**config.mk**
```make
export PLATFORM = sky130hd
export DESIGN_NAME = jpeg_scan_payload_locator_top
export DESIGN_NICKNAME = d
export VERILOG_FILES = /design/src/hdl/jspl_pkg.sv /design/src/hdl/jspl_parser.sv /design/src/hdl/jspl_out_stage.sv /design/src/hdl/jpeg_scan_payload_locator_top.sv
export SDC_FILE = /design/constraint.sdc
export NUM_CORES = 1
export LEC_CHECK = 0
export BUFFER_PORTS_ARGS = -buffer_cell sky130_fd_sc_hd__buf_2
export CORE_MARGIN = 5
export CORE_UTILIZATION = 40
export DETAILED_ROUTE_END_ITERATION = 6
export PLACE_DENSITY_LB_ADDON = 0.25
export SYNTH_ARGS = -nofsm -noshare
export SYNTH_HDL_FRONTEND = slang
export SYNTH_SLANG_ARGS = --single-unit
```
**constraint.sdc**
```tcl
create_clock -name clk -period 9.7 [get_ports clk]
set_input_delay 0.97 -clock clk [delete_from_list [all_inputs] [get_ports clk]]
set_output_delay 0.97 -clock clk [all_outputs]
set_load 0.03 [all_outputs]
```
**src/hdl/jspl_pkg.sv**
```systemverilog
package jspl_pkg;

    // Width of the internal byte counters
    localparam int unsigned OFFSET_WIDTH = 32;
    localparam int unsigned RESULT_WIDTH = 32;

    // Marker bytes
    localparam logic [7:0] BYTE_PREFIX   = 8'hFF;
    localparam logic [7:0] CODE_SOI      = 8'hD8;
    localparam logic [7:0] CODE_EOI      = 8'hD9;
    localparam logic [7:0] CODE_SOS      = 8'hDA;
    localparam logic [7:0] CODE_RST_LO   = 8'hD0;
    localparam logic [7:0] CODE_DEF_HI   = 8'hDD;
    localparam logic [7:0] CODE_APP0     = 8'hE0;
    localparam logic [7:0] CODE_APP1     = 8'hE1;
    localparam logic [7:0] CODE_APP15    = 8'hEF;

    typedef logic [OFFSET_WIDTH-1:0] offset_t;

    // One input request: a file byte and its end flag
    typedef struct packed {
        logic [7:0] data_byte;
        logic       last;
    } in_item_t;

    // One result request: summary of a whole stream
    typedef struct packed {
        logic                    is_jpeg;
        logic                    truncated;
        logic                    payload_found;
        logic [RESULT_WIDTH-1:0] payload_start;
        logic [RESULT_WIDTH-1:0] total_length;
    } out_item_t;

    // Codes that form a marker after the prefix
    function automatic logic is_marker_code(input logic [7:0] c);
        is_marker_code = ((c >= CODE_RST_LO) && (c <= CODE_DEF_HI)) ||
                         ((c >= CODE_APP0) && (c <= CODE_APP15));
    endfunction

endpackage

```
**src/hdl/jspl_parser.sv**
```systemverilog
module jspl_parser (
    input  logic               clk,
    input  logic               rst_n,
    input  logic               go,
    input  jspl_pkg::in_item_t item,
    output jspl_pkg::out_item_t res
);
    import jspl_pkg::*;

    typedef enum logic [1:0] {
        PH_SCAN,
        PH_LEN_HI,
        PH_LEN_LO,
        PH_SKIP
    } phase_t;

    phase_t      phase_reg, phase_next;
    offset_t     pos_reg, pos_next;
    offset_t     scan_offset_reg, scan_offset_next;
    logic        prefix_reg, prefix_next;
    logic [7:0]  len_hi_reg, len_hi_next;
    logic [15:0] skip_reg, skip_next;
    logic        soi_ok_reg, soi_ok_next;
    logic [7:0]  prev_reg, prev_next;

    offset_t     total;
    offset_t     start;
    logic [15:0] seg_len;
    logic [15:0] skip_dec;
    logic        ends_ok;
    logic        jpeg;
    logic [7:0]  b;
    logic        soi_ok_step;
    offset_t     scan_offset_step;

    assign b = item.data_byte;

    // Saturating count including this byte
    assign total = (pos_reg == '1) ? pos_reg : pos_reg + 1'b1;
    assign start = (pos_reg != '0) ? pos_reg - 1'b1 : '0;
    assign seg_len = {len_hi_reg, b};
    assign skip_dec = (skip_reg != '0) ? skip_reg - 16'd1 : skip_reg;

    // Per-byte state update
    always_comb
    begin
        phase_next       = phase_reg;
        pos_next         = pos_reg;
        scan_offset_next = scan_offset_reg;
        prefix_next      = prefix_reg;
        len_hi_next      = len_hi_reg;
        skip_next        = skip_reg;
        soi_ok_next      = soi_ok_reg;
        prev_next        = prev_reg;

        // start-of-image check on the first two bytes
        if (pos_reg == '0)
        begin
            soi_ok_next = (b == BYTE_PREFIX);
        end
        else if (pos_reg == offset_t'(1))
        begin
            soi_ok_next = soi_ok_reg && (b == CODE_SOI);
        end

        unique case (phase_reg)
            PH_SCAN:
            begin
                if (prefix_reg)
                begin
                    // a run of prefix bytes keeps it armed
                    if (b != BYTE_PREFIX)
                    begin
                        prefix_next = 1'b0;
                        if (is_marker_code(b))
                        begin
                            if ((b >= CODE_APP1) && (b <= CODE_APP15))
                            begin
                                phase_next = PH_LEN_HI;
                            end
                            else if ((b == CODE_SOS) && (scan_offset_reg == '0) &&
                                     (start != '0))
                            begin
                                scan_offset_next = start;
                            end
                        end
                    end
                end
                else if (b == BYTE_PREFIX)
                begin
                    prefix_next = 1'b1;
                end
            end
            PH_LEN_HI:
            begin
                len_hi_next = b;
                phase_next  = PH_LEN_LO;
            end
            PH_LEN_LO:
            begin
                // short lengths count as two
                skip_next  = (seg_len < 16'd2) ? 16'd0 : seg_len - 16'd2;
                phase_next = ((seg_len < 16'd2) || (seg_len == 16'd2)) ? PH_SCAN : PH_SKIP;
            end
            PH_SKIP:
            begin
                skip_next = skip_dec;
                if (skip_dec == '0)
                begin
                    phase_next = PH_SCAN;
                end
            end
            default:
            begin
                phase_next = PH_SCAN;
            end
        endcase

        prev_next = b;
        pos_next  = total;

        // values after this byte, before the end-of-stream clear
        soi_ok_step      = soi_ok_next;
        scan_offset_step = scan_offset_next;

        // end of stream: back to reset for the next file
        if (item.last)
        begin
            phase_next       = PH_SCAN;
            pos_next         = '0;
            scan_offset_next = '0;
            prefix_next      = 1'b0;
            len_hi_next      = '0;
            skip_next        = '0;
            soi_ok_next      = 1'b0;
            prev_next        = '0;
        end
    end

    // Result of the stream, valid with the last byte
    assign jpeg    = (total > offset_t'(3)) && soi_ok_step;
    assign ends_ok = (prev_reg == BYTE_PREFIX) && (b == CODE_EOI);

    // an SOS whose code is the last byte still counts
    always_comb
    begin
        res.is_jpeg       = jpeg;
        res.truncated     = jpeg && !ends_ok;
        res.payload_found = (scan_offset_step != '0);
        res.payload_start = RESULT_WIDTH'(scan_offset_step);
        res.total_length  = RESULT_WIDTH'(total);
    end

    // Parser state
    always_ff @(posedge clk or negedge rst_n)
    begin
        if (!rst_n)
        begin
            phase_reg       <= PH_SCAN;
            pos_reg         <= '0;
            scan_offset_reg <= '0;
            prefix_reg      <= 1'b0;
            len_hi_reg      <= '0;
            skip_reg        <= '0;
            soi_ok_reg      <= 1'b0;
            prev_reg        <= '0;
        end
        else if (go)
        begin
            phase_reg       <= phase_next;
            pos_reg         <= pos_next;
            scan_offset_reg <= scan_offset_next;
            prefix_reg      <= prefix_next;
            len_hi_reg      <= len_hi_next;
            skip_reg        <= skip_next;
            soi_ok_reg      <= soi_ok_next;
            prev_reg        <= prev_next;
        end
    end

    // Skipping always has bytes left
    a_skip_nonzero: assert property (@(posedge clk) disable iff (!rst_n)
        (phase_reg == PH_SKIP) |-> (skip_reg != '0))
        else $error("skip phase with nothing left to skip");

    // A recorded SOS lies behind the current position
    a_offset_behind: assert property (@(posedge clk) disable iff (!rst_n)
        (scan_offset_reg != '0) |-> (scan_offset_reg < pos_reg))
        else $error("recorded SOS offset not behind position");

    // Last byte returns the parser to its start
    a_last_clears: assert property (@(posedge clk) disable iff (!rst_n)
        (go && item.last) |=> ((pos_reg == '0) && (phase_reg == PH_SCAN) && !prefix_reg))
        else $error("parser not cleared after last byte");

endmodule

```
**src/hdl/jspl_out_stage.sv**
```systemverilog
module jspl_out_stage (
    input  logic                clk,
    input  logic                rst_n,
    input  logic                load,
    input  jspl_pkg::out_item_t res,
    output logic                free,
    output logic                result_valid,
    input  logic                result_stall,
    output jspl_pkg::out_item_t result
);
    import jspl_pkg::*;

    logic      vld_reg, vld_next;
    out_item_t data_reg;

    // Room for a new result when empty or draining this cycle
    assign free = !vld_reg || !result_stall;

    always_comb
    begin
        vld_next = vld_reg;
        if (load)
        begin
            vld_next = 1'b1;
        end
        else if (!result_stall)
        begin
            vld_next = 1'b0;
        end
    end

    always_ff @(posedge clk or negedge rst_n)
    begin
        if (!rst_n)
        begin
            vld_reg <= 1'b0;
        end
        else
        begin
            vld_reg <= vld_next;
        end
    end

    // Result payload
    always_ff @(posedge clk)
    begin
        if (load)
        begin
            data_reg <= res;
        end
    end

    assign result_valid = vld_reg;
    assign result       = data_reg;

    // Never load over a result that is still held
    a_no_overwrite: assert property (@(posedge clk) disable iff (!rst_n)
        load |-> free)
        else $error("result overwritten while stalled");

endmodule

```
**src/hdl/jpeg_scan_payload_locator_top.sv**
```systemverilog
// Scans a file streamed one byte per request (with a last flag) for JPEG
// markers, skips APP1..APP15 segments by their length field and, on the last
// byte, returns one result: JPEG signature, truncation, offset of the first
// start-of-scan marker and the byte count. One byte is taken every cycle
// unless bytes stall; a last byte passes the input register, and its result
// is then held in the result register until it is taken.
// Bytes stall only while a finished result is held in the result register
// and another last byte waits.
module jpeg_scan_payload_locator_top (
    input  logic                clk,
    input  logic                rst_n,
    input  logic                byte_valid,
    output logic                byte_stall,
    input  jspl_pkg::in_item_t  byte_req,
    output logic                result_valid,
    input  logic                result_stall,
    output jspl_pkg::out_item_t result
);
    import jspl_pkg::*;

    logic      in_vld_reg, in_vld_next;
    in_item_t  in_item_reg;
    logic      go;
    logic      out_free;
    logic      accept;
    out_item_t res;

    // Input register advances unless a result has nowhere to go
    assign go         = in_vld_reg && (!in_item_reg.last || out_free);
    assign byte_stall = in_vld_reg && !go;
    assign accept     = byte_valid && !byte_stall;

    always_comb
    begin
        in_vld_next = in_vld_reg;
        if (accept)
        begin
            in_vld_next = 1'b1;
        end
        else if (go)
        begin
            in_vld_next = 1'b0;
        end
    end

    always_ff @(posedge clk or negedge rst_n)
    begin
        if (!rst_n)
        begin
            in_vld_reg <= 1'b0;
        end
        else
        begin
            in_vld_reg <= in_vld_next;
        end
    end

    always_ff @(posedge clk)
    begin
        if (accept)
        begin
            in_item_reg <= byte_req;
        end
    end

    jspl_parser u_parser (
        .clk   (clk),
        .rst_n (rst_n),
        .go    (go),
        .item  (in_item_reg),
        .res   (res)
    );

    jspl_out_stage u_out (
        .clk          (clk),
        .rst_n        (rst_n),
        .load         (go && in_item_reg.last),
        .res          (res),
        .free         (out_free),
        .result_valid (result_valid),
        .result_stall (result_stall),
        .result       (result)
    );

endmodule

```
==> run metrics, run 1 <==
outcome finished, final reports clean; syn nets 1,017; largest net degree at the start of global routing 69; gr usage total 19.6%; #FFs+latches synth 178; drc violations 0; Detailed Route Iter0 Violations 658; Placeable Area 24,100 µm²; Via density 5.86; pwr/cell area 170 nW/µm²; Final Net Count 1,050; Final min period 4.38 ns; final hold violations 0; worst skew pair latency 0.44 ns; EDFF count, synth 76; vias post-DR 8,009; # clock sinks 178; CP Buf/Inv Count 1; Yosys cell types 68; Async SR Flop Fraction 57.3%; post-synthesis compound-gate area fraction 17.9%; max FFs per register 67; clock skew 0.0130 ns; slowest CP cell nor4_2; remaining global-route overflow 0; top_reg_cell synth dfrtp_1; Post-CTS Setup Bufs 0; Mapped Area 9720 µm²; Synth area leader dfrtp_1; # port buffers 81; Die ar. 27,500 µm²; post-synth top area share 26.3%; Rel. slew slack 30.7%; Clock transition at path regs 0.07 ns; Max VDD drop 113 µV; main combinational cell family by area after synthesis simple AND/OR/NAND/NOR gates; number of CTS-inserted buffers 17; top-count cell post-synth nand2_1; CTS Hold Bufs 0; drt first pass iters 5; RSZ-0062 raised after global routing false; Synth Area per Inst 9.76 µm²; die width 166 µm; CP top delay family simple AND/OR/NAND/NOR gates; utilization after layout 45.2%; mux contribution to synthesized area 0.747%; initial antenna violation count 0; drt wl/cell 19.7 µm; height of the die 166 µm; Seq/Total Area, Yosys 49.8%; worst path required time 9.86 ns; setup tns final 0 ns; top cells by area, synth dfrtp_1 (26%), edfxtp_1 (23%), o21ai_0 (4.6%), nand2_1 (4.0%), a22o_1 (3.2%); vias in the first global route 7,737; Final period util 45.1%; Adder-Cell Fraction of Synth Area 1.03%; data arrival time of the worst path 4.54 ns; boundary pin count 82; CP Launch Type flip-flop; Final Slew Violations 0; Hold WC Path Type in -> async; DRT antenna net count 0; clock buffer depth 2; clk root buf clkbuf_16; Post-Synthesis Cells 996; diodes inserted 0; routability cong. 0.934; Initial Utilization 40.3%; warnings from Yosys 0; leakage power 4.59 nW; critical path peak fanout 23; synth cell count leaders nand2_1 (104), dfrtp_1 (102), o21ai_0 (89); Peak Freq 228 MHz; CP Cell Sequence nor4_2 -> nand2_1 -> nor4_1 -> xnor2_1 -> nand4_1 -> or3_1 -> o41ai_4 -> buf_4 -> o21bai_1; Max stage delay on crit path 0.77 ns; crit path kind reg -> reg; WL final 26.9 mm; post-CTS resize count 0; first-pass GRT wire length 43.7 mm; Post-DP HPWL 19.1 mm; # setup viols final 0; Worst Setup End Kind flip-flop; worst slew pin tran 1.03 ns; Max-cap violations 0; FP Rows 57; share of cells above drive strength 1 13.2%; Syn-to-layout area delta 12.0%; CTS tree done; xor and xnor area share after synthesis 5.77%; Simple-Gate Fraction of Synth Area 20.9%; H-Tree Depth 4
==> cell usage in the layout (no fill, tap or decap), types with 6 or more instances in the layout <==
master,Yosys,routed
a21o_1,6,6
a21oi_1,27,27
a22o_1,36,36
a31oi_1,7,7
a41oi_1,6,6
and2_1,8,8
and3_1,12,12
buf_2,13,80
buf_4,2,9
clkbuf_16,0,17
dfrtp_1,102,102
edfxtp_1,76,76
ha_1,8,8
inv_1,19,18
inv_6,0,7
nand2_1,104,104
nand2b_1,12,12
nand3_1,34,34
nand4_1,30,30
nor2_1,57,56
nor3_1,34,34
nor4_1,36,36
o21ai_0,89,89
o21bai_1,26,26
o311ai_0,6,6
o31a_1,6,6
o31ai_1,14,14
or3_1,17,17
or4_1,12,12
xnor2_1,32,32
xor2_1,32,32
==> cell type report <==
| type | instances | area [µm²] |
|---|---|---|
| Clock buffer | 19 | 443 |
| Clock inverter | 13 | 143 |
| Fill cell | 2349 | 13200 |
| Timing Repair Buffer | 89 | 468 |
| Multi-Input combinational cell | 724 | 4520 |
| Tap cell | 324 | 405 |
| Inverter | 19 | 71.3 |
| Sequential cell | 178 | 4830 |
==> layer usage <==
metal	share of wire, %	up-vias	track usage, %
li1	-	3797	-
met4	1.5	0	5.34
met5	0	-	0
met2	48	264	32.0
met1	45	3919	27.4
met3	5.1	29	2.90
==> path summary, 6_finish.rpt <==
kind / startpoint / to / slack (ns) / cells past startpoint
worst min-delay path: rst_n / u_parser.skip_reg[5] / 0.48 / 1
max in group asynchronous: rst_n / u_parser.pos_reg[12] / 7.92 / 2
min in group clk: u_parser.prev_reg[2] / u_parser.prev_reg[2] / 0.49 / 2
worst min register to register: u_parser.prev_reg[2] / u_parser.prev_reg[2] / 0.49 / 2
worst max register to register: u_parser.pos_reg[7] / u_out.result[49] / 5.32 / 9
worst max-delay path: u_parser.pos_reg[7] / u_out.result[49] / 5.32 / 9
==> power by group <==
| part | total, mW | internal [mW] | switching [mW] |
|---|---|---|---|
| Sequential | 0.839 | 0.818 | 0.0213 |
| Clock | 0.691 | 0.371 | 0.320 |
| Combinational | 0.316 | 0.0881 | 0.227 |
| Total | 1.85 | 1.28 | 0.568 |
==> worst reg2reg max path, cell delays in order, from the launching register on <==
cell,delay (ns)
dfrtp_1,0.51
nor4_2,0.78
nand2_1,0.47
nor4_1,0.65
xnor2_1,0.33
nand4_1,0.15
or3_1,0.40
o41ai_4,0.36
buf_4,0.32
o21bai_1,0.14
==> stage by stage <==
| stage | setup WS (ns) | instances | cell area (µm²) | power [mW] | hold WS (ns) |
|---|---|---|---|---|---|
| 2_1_floorplan | 6.23 | 996 | 9720 | 1.06 | 0.442 |
| 3_3_place_gp | 5.37 | 1334 | 10300 | 1.17 | 0.467 |
| 3_5_place_dp | 5.28 | 1334 | 10300 | 1.17 | 0.474 |
| 4_1_cts | 5.41 | 1366 | 10900 | 1.86 | 0.489 |
| 5_1_grt | 4.97 | 1366 | 10900 | 1.93 | 0.514 |
| 6_report | 5.32 | 1366 | 10900 | 1.85 | 0.485 |
==> kinds of logic (layout without fill, tap and decap cells) <==
family	Yosys count	in the layout
AO/OA/AOI/OAI	257	257
XOR/XNOR	64	64
adder cells (fa/ha/maj)	8	8
buffers and inverters	94	140
flip-flops	178	178
multiplexers	7	7
AND/OR/NAND/NOR	388	388
Power figures use the tool's default switching activity.
==> run 2: changes to the inputs <==
--- a/config.mk
+++ b/config.mk
@@ -5,6 +5,7 @@
 export SDC_FILE = /design/constraint.sdc
 export NUM_CORES = 1
 export LEC_CHECK = 0
+export ABC_AREA = 1
 export BUFFER_PORTS_ARGS = -buffer_cell sky130_fd_sc_hd__buf_2
 export CORE_MARGIN = 5
 export CORE_UTILIZATION = 40
==> constraint.sdc (replaced) <==
create_clock -name clk -period 3.6 [get_ports clk]
set_input_delay 0.36 -clock clk [delete_from_list [all_inputs] [get_ports clk]]
set_output_delay 0.36 -clock clk [all_outputs]
set_load 0.03 [all_outputs]
==> run 2 against run 1 <==
Maximum frequency increased by 32%. Sequential cell count did not move. Count of clock-buffer cells in the layout stayed put. Utilization increased by 0.90 points. Critical endpoint is now u_out.result[64]. Largest cell class unchanged.
==> run metrics, run 2 <==
fillers 2,671 (was 2,349); combinational fraction of design power 19.9% (was 17.1%); Final period util 92.4% (was 45.1%); # clock sinks 178 (unchanged); Syn-to-layout area delta 13.6% (was 12.0%); setup tns final 0 ns (unchanged); worst path required time 3.79 ns (was 9.86 ns); most used routing layer met2 (unchanged); number of CTS-inserted buffers 17 (unchanged); slowest CP cell dfrtp_1 (was nor4_2); final worst setup slack 0.273 ns (was 5.32 ns); share of power burned in registers 43.6% (was 45.5%); Max stage delay on crit path 0.48 ns (was 0.77 ns); Rel. slew slack 28.3% (was 30.7%); mux contribution to synthesized area 0% (was 0.747%); largest net degree at the start of global routing 68 (was 69); Switching Share 31.7% (was 30.8%); syn nets 1,410 (was 1,017); drt wl/cell 16.2 µm (was 19.7 µm); height of the die 172 µm (was 166 µm); Max VDD drop 232 µV (was 113 µV); most frequent CP cell nand2_1; synth cell count leaders nand2_1 (339), inv_1 (203), nor2_1 (165) (was nand2_1 (104), dfrtp_1 (102), o21ai_0 (89)); Placeable Area 26,000 µm² (was 24,100 µm²); first-pass GRT wire length 47.9 mm (was 43.7 mm); WL final 29.6 mm (was 26.9 mm); worst slew pin tran 1.07 ns (was 1.03 ns); met1 Usage GRT 25.6% (was 27.4%); Initial Utilization 40.5% (was 40.3%); Yosys cell types 40 (was 68); CP top delay family simple AND/OR/NAND/NOR gates (unchanged); Seq/Total Area, Yosys 45.9% (was 49.8%); Simple-Gate Fraction of Synth Area 30.0% (was 20.9%); Async SR Flop Fraction 57.3% (unchanged); drc violations 0 (unchanged); R2R depth 22 (was 9); FP Rows 59 (was 57); CP endpoint u_out.result[64] (was u_out.result[49]); commonest cells after routing, fill and taps aside nand2_1 (339), inv_1 (200), nor2_1 (165), nand3_1 (102), dfrtp_1 (102) (was nand2_1 (104), dfrtp_1 (102), o21ai_0 (89), buf_2 (80), edfxtp_1 (76)); Peak Freq 301 MHz (was 228 MHz); boundary pin count 82 (unchanged); CP Cell Sequence inv_4 -> ha_1 -> nand2_1 -> nor2_1 -> nand2_1 -> inv_1 -> nand2_1 -> nand3_1 -> nand2_1 -> nor2_1 -> nand2_1 -> nor2_2 -> nand3_4 -> buf_4 -> nand3_1 -> nand2_1 -> inv_2 -> nand2_1 -> nor2_1 -> nand2_1 -> nor2_1 -> nand2_1 (was nor4_2 -> nand2_1 -> nor4_1 -> xnor2_1 -> nand4_1 -> or3_1 -> o41ai_4 -> buf_4 -> o21bai_1); Clock transition at path regs 0.07 ns (about the same); final design area excluding fillers 12,000 µm² (was 10,900 µm²); post-synthesis compound-gate area fraction 8.59% (was 17.9%); CTS Hold Bufs 0 (unchanged); Detailed Route Iter0 Violations 778 (was 658); gr usage total 20.3% (was 19.6%); Adder-Cell Fraction of Synth Area 0.950% (was 1.03%); R2R Path Start u_parser.pos_reg[0] (was u_parser.pos_reg[7]); FF/Latch Area 4830 µm² (unchanged); DRT antenna net count 0 (unchanged); reg-to-reg slack, setup 0.27 ns (was 5.32 ns); vias in the first global route 9,177 (was 7,737); outcome finished, final reports clean (unchanged); # setup viols final 0 (unchanged); placed cell count 1,787 (was 1,334); Crit. path cell count 22 (was 9); top-count cell post-synth nand2_1 (unchanged); leakage power 6.00 nW (was 4.59 nW); #FFs+latches synth 178 (unchanged); H-Tree Depth 4 (unchanged); clock skew 0.0100 ns (was 0.0130 ns); final hold violations 0 (unchanged); drt first pass iters 5 (unchanged); warnings from Yosys 0 (unchanged); critical path peak fanout 10 (was 23); Clock power frac 36.5% (was 37.4%); Max-cap violations 0 (unchanged); internal cell power 3.53 mW (was 1.28 mW); Post-DP HPWL 22.4 mm (was 19.1 mm); top_reg_cell synth dfrtp_1 (unchanged); commonest non-fill, non-tap cell in the layout nand2_1 (unchanged); EDFF count, synth 76 (unchanged); CP Buf/Inv Count 4 (was 1); share of cells above drive strength 1 13.2% (about the same); top cells by area, synth dfrtp_1 (24%), edfxtp_1 (22%), nand2_1 (12%), inv_1 (7.2%), nor2_1 (5.9%) (was dfrtp_1 (26%), edfxtp_1 (23%), o21ai_0 (4.6%), nand2_1 (4.0%), a22o_1 (3.2%)); crit path from u_parser.pos_reg[0] (was u_parser.pos_reg[7]); Hold WC Path Type in -> async (unchanged); area of the multi-input gates 4580 µm² (was 4520 µm²); Mapped Area 10,500 µm² (was 9720 µm²); pwr/cell area 432 nW/µm² (was 170 nW/µm²); routability cong. 0.961 (was 0.934); worst skew pair latency 0.44 ns (about the same); # port buffers 81 (unchanged); Final min period 3.33 ns (was 4.38 ns); Synth area leader dfrtp_1 (unchanged); Post-Place Cell Area 11,300 µm² (was 10,300 µm²); Switch Pwr 1.64 mW (was 568 µW); M3 GR Usage 2.88% (was 2.90%); Synth Area per Inst 7.58 µm² (was 9.76 µm²); vias post-DR 9,321 (was 8,009); main combinational cell family by area after synthesis simple AND/OR/NAND/NOR gates (unchanged); WHS 0.0639 ns (was 0.485 ns); CTS tree done (unchanged); Final Slew Violations 0 (unchanged); crit path kind reg -> reg (unchanged); clk root buf clkbuf_16 (unchanged); clock buffer depth 2 (unchanged); Post-Layout Cell Count 1,823 (was 1,366); CP Launch Type flip-flop (unchanged); remaining global-route overflow 0 (unchanged); Die ar. 29,700 µm² (was 27,500 µm²); die width 172 µm (was 166 µm); Worst Setup End Kind flip-flop (unchanged); Post-Synthesis Cells 1,389 (was 996); GR Layer Usage met2 36.9% (was 32.0%); data arrival time of the worst path 3.52 ns (was 4.54 ns); diodes inserted 0 (unchanged); xor and xnor area share after synthesis 3.66% (was 5.77%); FF-to-FF End u_out.result[64] (was u_out.result[49]); Final Net Count 1,496 (was 1,050); post-synth top area share 24.2% (was 26.3%); max FFs per register 67 (unchanged); Setup Slack @ Placement 0.169 ns (was 5.28 ns); Via density 5.11 (was 5.86); initial antenna violation count 0 (unchanged)
==> run 2: layout make-up <==
class	instances	share of cell area, %
Clock buffer	19	3.62
Inverter	232	7.31
Sequential cell	178	40.4
Timing Repair Buffer	114	5.69
Clock inverter	13	1.24
Multi-Input combinational cell	932	38.2
Tap cell	335	3.50
==> run 2: timing repair <==
| action | in CTS | in global routing |
|---|---|---|
| endpoints found under the hold margin | 0 | 0 |
| buffers inserted | 0 | 4 |
| endpoints found under the setup margin | 0 | 1 |
| gates resized for setup | 0 | 5 |
==> run 2: kinds of logic after synthesis <==
logic type | Yosys count
flip-flops | 178
AND/OR/NAND/NOR | 721
XOR/XNOR | 44
AO/OA/AOI/OAI | 159
adder cells (fa/ha/maj) | 8
buffers and inverters | 279
==> run 2: through the flow <==
| step | util [%] | power [mW] |
|---|---|---|
| floorplan | - | 3.04 |
| global placement | 43.6 | 3.30 |
| detailed placement | 43.6 | 3.31 |
| CTS | 45.8 | 5.20 |
| global route | 46.1 | 5.44 |
| finish | 46.1 | 5.17 |
==> run 2: worst min path at each step <==
stage / endpoint / startpoint / depth (start not counted) / slack (ns)
3_5_place_dp: u_parser.soi_ok_reg / u_parser.soi_ok_reg / 2 / 0.48
3_3_place_gp: u_parser.prev_reg[2] / u_parser.prev_reg[2] / 2 / 0.47
4_1_cts: in_item_reg[3] / byte_req[3] / 1 / 0.07
6_report: u_parser.skip_reg[1] / rst_n / 1 / 0.06
5_1_grt: in_item_reg[8] / byte_req[8] / 1 / 0.07
2_1_floorplan: in_vld_reg / rst_n / 0 / 0.06
==> run 2: power by group through the flow <==
stage          combinational (mW)  sequential, mW  clock (mW)
2_1_floorplan               0.696            2.35           0
6_report                     1.03            2.25        1.89
5_1_grt                      1.16            2.26        2.01
3_5_place_dp                 1.02            2.29           0
3_3_place_gp                 1.01            2.29           0
4_1_cts                      1.02            2.25        1.93
==> run 2: routing by layer <==
layer  up-vias  part of all wire, %
li1       4695                    -
met1      4376                   43
met2       229                   52
met3        21                  4.2
met4         0                 0.91
met5         -                    0
==> run 2: worst register-to-register path, stage by stage (launching register included) <==
cell and delay (ns):
dfrtp_1 0.48, inv_4 0.15, ha_1 0.19, nand2_1 0.14
nor2_1 0.17, nand2_1 0.16, inv_1 0.14, nand2_1 0.07
nand3_1 0.14, nand2_1 0.07, nor2_1 0.10, nand2_1 0.07
nor2_2 0.15, nand3_4 0.18, buf_4 0.20, nand3_1 0.09
nand2_1 0.09, inv_2 0.06, nand2_1 0.04, nor2_1 0.09
nand2_1 0.07, nor2_1 0.14, nand2_1 0.08
==> run 3: changes to the inputs <==
--- a/config.mk
+++ b/config.mk
@@ -10,7 +10,7 @@
 export CORE_MARGIN = 5
 export CORE_UTILIZATION = 40
 export DETAILED_ROUTE_END_ITERATION = 6
-export PLACE_DENSITY_LB_ADDON = 0.25
+export PLACE_DENSITY = 0.71
 export SYNTH_ARGS = -nofsm -noshare
 export SYNTH_HDL_FRONTEND = slang
 export SYNTH_SLANG_ARGS = --single-unit
==> run 3 against run 2 <==
Clock skew about the same. Hold slack better by 0.0061 ns. Maximum frequency barely moved. Largest power group unchanged. Sequential share of layout area up 0.44 points. Wire length decreased by 0.51%. Critical path type unchanged.
==> run metrics, run 3 (synthesis gave the netlist of run 2 again) <==
outcome finished, final reports clean (unchanged); Max stage delay on crit path 0.47 ns (was 0.48 ns); Via density 5.24 (was 5.11); Die ar. 29,700 µm² (unchanged); commonest cells after routing, fill and taps aside nand2_1 (337), inv_1 (200), nor2_1 (164), nand3_1 (102), dfrtp_1 (101) (was nand2_1 (339), inv_1 (200), nor2_1 (165), nand3_1 (102), dfrtp_1 (102)); routability cong. 0.982 (was 0.961); commonest non-fill, non-tap cell in the layout nand2_1 (unchanged); CP Cell Sequence inv_4 -> ha_1 -> inv_1 -> nor3_1 -> nand2_2 -> nor2_4 -> nand2_8 -> o21ai_0 -> nand2_1 -> nor2_1 -> nand2_1 -> nor2_2 -> nand3_4 -> buf_4 -> nand3_1 -> nand2_1 -> inv_1 -> nand2_1 -> nor2_1 -> nand2_1 -> nor2_1 -> nand2_1 (was inv_4 -> ha_1 -> nand2_1 -> nor2_1 -> nand2_1 -> inv_1 -> nand2_1 -> nand3_1 -> nand2_1 -> nor2_1 -> nand2_1 -> nor2_2 -> nand3_4 -> buf_4 -> nand3_1 -> nand2_1 -> inv_2 -> nand2_1 -> nor2_1 -> nand2_1 -> nor2_1 -> nand2_1); final hold violations 0 (unchanged); Final Net Count 1,485 (was 1,496); first-pass GRT wire length 48.2 mm (was 47.9 mm); Post-DP HPWL 22.1 mm (was 22.4 mm); R2R depth 22 (unchanged); drc violations 0 (unchanged); Rel. slew slack 31.6% (was 28.3%); final design area excluding fillers 11,800 µm² (was 12,000 µm²); reg-to-reg slack, setup 0.27 ns (about the same); leakage power 5.93 nW (was 6.00 nW); placed cell count 1,780 (was 1,787); pwr/cell area 431 nW/µm² (was 432 nW/µm²); Worst Setup End Kind flip-flop (unchanged); crit path kind reg -> reg (unchanged); diodes inserted 0 (unchanged); gr usage total 20.5% (was 20.3%); most used routing layer met2 (unchanged); height of the die 172 µm (unchanged); M3 GR Usage 3.16% (was 2.88%); Hold WC Path Type in -> async (unchanged); vias in the first global route 9,308 (was 9,177); vias post-DR 9,489 (was 9,321); R2R Path Start u_parser.pos_reg[0] (unchanged); critical path peak fanout 34 (was 10); CP Buf/Inv Count 4 (unchanged); Power, Total 5.11 mW (was 5.17 mW); RSZ-0062 raised after global routing false; # setup viols final 0 (unchanged); clk root buf clkbuf_16 (unchanged); Detailed Route Iter0 Violations 888 (was 778); initial antenna violation count 1 (was 0); largest net degree at the start of global routing 71 (was 68); CTS Hold Bufs 0 (unchanged); CP top delay family simple AND/OR/NAND/NOR gates (unchanged); number of CTS-inserted buffers 17 (unchanged); FF-to-FF End u_out.result[64] (unchanged); utilization after layout 45.6% (was 46.1%); post-CTS resize count 0 (unchanged); most frequent CP cell nand2_1 (unchanged); worst slew pin tran 1.02 ns (was 1.07 ns); max FFs per register 67 (unchanged); Placeable Area 26,000 µm² (unchanged); Clock transition at path regs 0.07 ns (about the same); CP Launch Type flip-flop (unchanged); FP Rows 59 (unchanged); worst path required time 3.79 ns (about the same); Max-cap violations 0 (unchanged); DRT antenna net count 0 (unchanged); drt first pass iters 6 (was 5); CTS tree done (unchanged); FF/Latch Area 4840 µm² (was 4830 µm²); data arrival time of the worst path 3.52 ns (about the same); slowest CP cell dfrtp_2 (was dfrtp_1); # port buffers 81 (unchanged); boundary pin count 82 (unchanged); Syn-to-layout area delta 12.4% (was 13.6%); # clock sinks 178 (unchanged); met1 Usage GRT 27.1% (was 25.6%); Final min period 3.33 ns (about the same); drt wl/cell 16.3 µm (was 16.2 µm); worst skew pair latency 0.44 ns (about the same); die width 172 µm (unchanged); fillers 2,634 (was 2,671); WL final 29.5 mm (was 29.6 mm); setup tns final 0 ns (unchanged); Initial Utilization 40.5% (unchanged); Post-CTS Setup Bufs 0 (unchanged); remaining global-route overflow 0 (unchanged); clock buffer depth 2 (unchanged); share of cells above drive strength 1 12.7% (was 13.2%); area of the multi-input gates 4570 µm² (was 4580 µm²); Final Slew Violations 0 (unchanged); clock skew 0.0101 ns (was 0.0100 ns); GR Layer Usage met2 34.7% (was 36.9%); Post-Place Cell Area 11,300 µm² (about the same); Peak Freq 301 MHz (about the same); Max VDD drop 278 µV (was 232 µV); Final period util 92.4% (about the same); Post-Layout Cell Count 1,812 (was 1,823); H-Tree Depth 4 (unchanged)
==> run 3: cell count changes in the layout (fill, tap and decap cells not counted), moves of 2 or more <==
cell and delta:
clkinv_2 -2, buf_12 -2, buf_4 -9, nand2_1 -2, nand2_2 +2, bufinv_16 -2
inv_8 +5, clkinv_1 +2, clkbuf_1 -2
==> run 3: power by group <==
part	leakage, nW	switching, mW	internal (mW)
clock	0.278	0.904	0.921
combinational	3.51	0.731	0.297
sequential	2.14	0.0595	2.20
==> run 3: through the flow <==
| step | setup WS [ns] | hold WS, ns |
|---|---|---|
| 2_1_floorplan | 0.511 | 0.0644 |
| 3_3_place_gp | 0.326 | 0.471 |
| 3_5_place_dp | 0.224 | 0.478 |
| 4_1_cts | 0.189 | 0.0800 |
| 5_1_grt | 0.00943 | 0.0836 |
| 6_report | 0.274 | 0.0699 |
==> run 3: final cells by class <==
cell class                 instances  share of cell area [%]
clock inverter                    15                    1.20
inverter                         232                    7.39
multi-input combinational        932                    38.6
timing repair buffer             103                    4.84
tap                              335                    3.54
clock buffer                      17                    3.59
sequential                       178                    40.8
==> run 3: how the worst max path moves through the flow <==
stage / startpoint / endpoint / slack [ns] / cells after the start
floorplan: u_out.result_valid / u_parser.len_hi_reg[6] / 0.51 / 11
global placement: u_parser.pos_reg[0] / u_out.result[64] / 0.33 / 22
detailed placement: u_parser.pos_reg[0] / u_out.result[64] / 0.22 / 22
CTS: u_parser.pos_reg[0] / u_out.result[64] / 0.19 / 22
global route: u_parser.pos_reg[0] / u_out.result[64] / 0.009 / 22
finish: u_parser.pos_reg[0] / u_out.result[64] / 0.27 / 22
==> run 3: worst reg2reg max path: stages (launching register included) <==
cell	delay, ns
dfrtp_2	0.47
inv_4	0.13
ha_1	0.17
inv_1	0.04
nor3_1	0.17
nand2_2	0.10
nor2_4	0.17
nand2_8	0.17
o21ai_0	0.16
nand2_1	0.08
nor2_1	0.11
nand2_1	0.07
nor2_2	0.14
nand3_4	0.13
buf_4	0.22
nand3_1	0.11
nand2_1	0.13
inv_1	0.10
nand2_1	0.05
nor2_1	0.08
nand2_1	0.06
nor2_1	0.19
nand2_1	0.07
==> run 3: per-layer routing <==
metal  up-vias  wire [µm]  share of wire, %
li1       4663          -                 -
met1      4446      12700                43
met2       330      14400                49
met3        48       1800               6.1
met4         2        578               2.0
met5         -         28             0.095
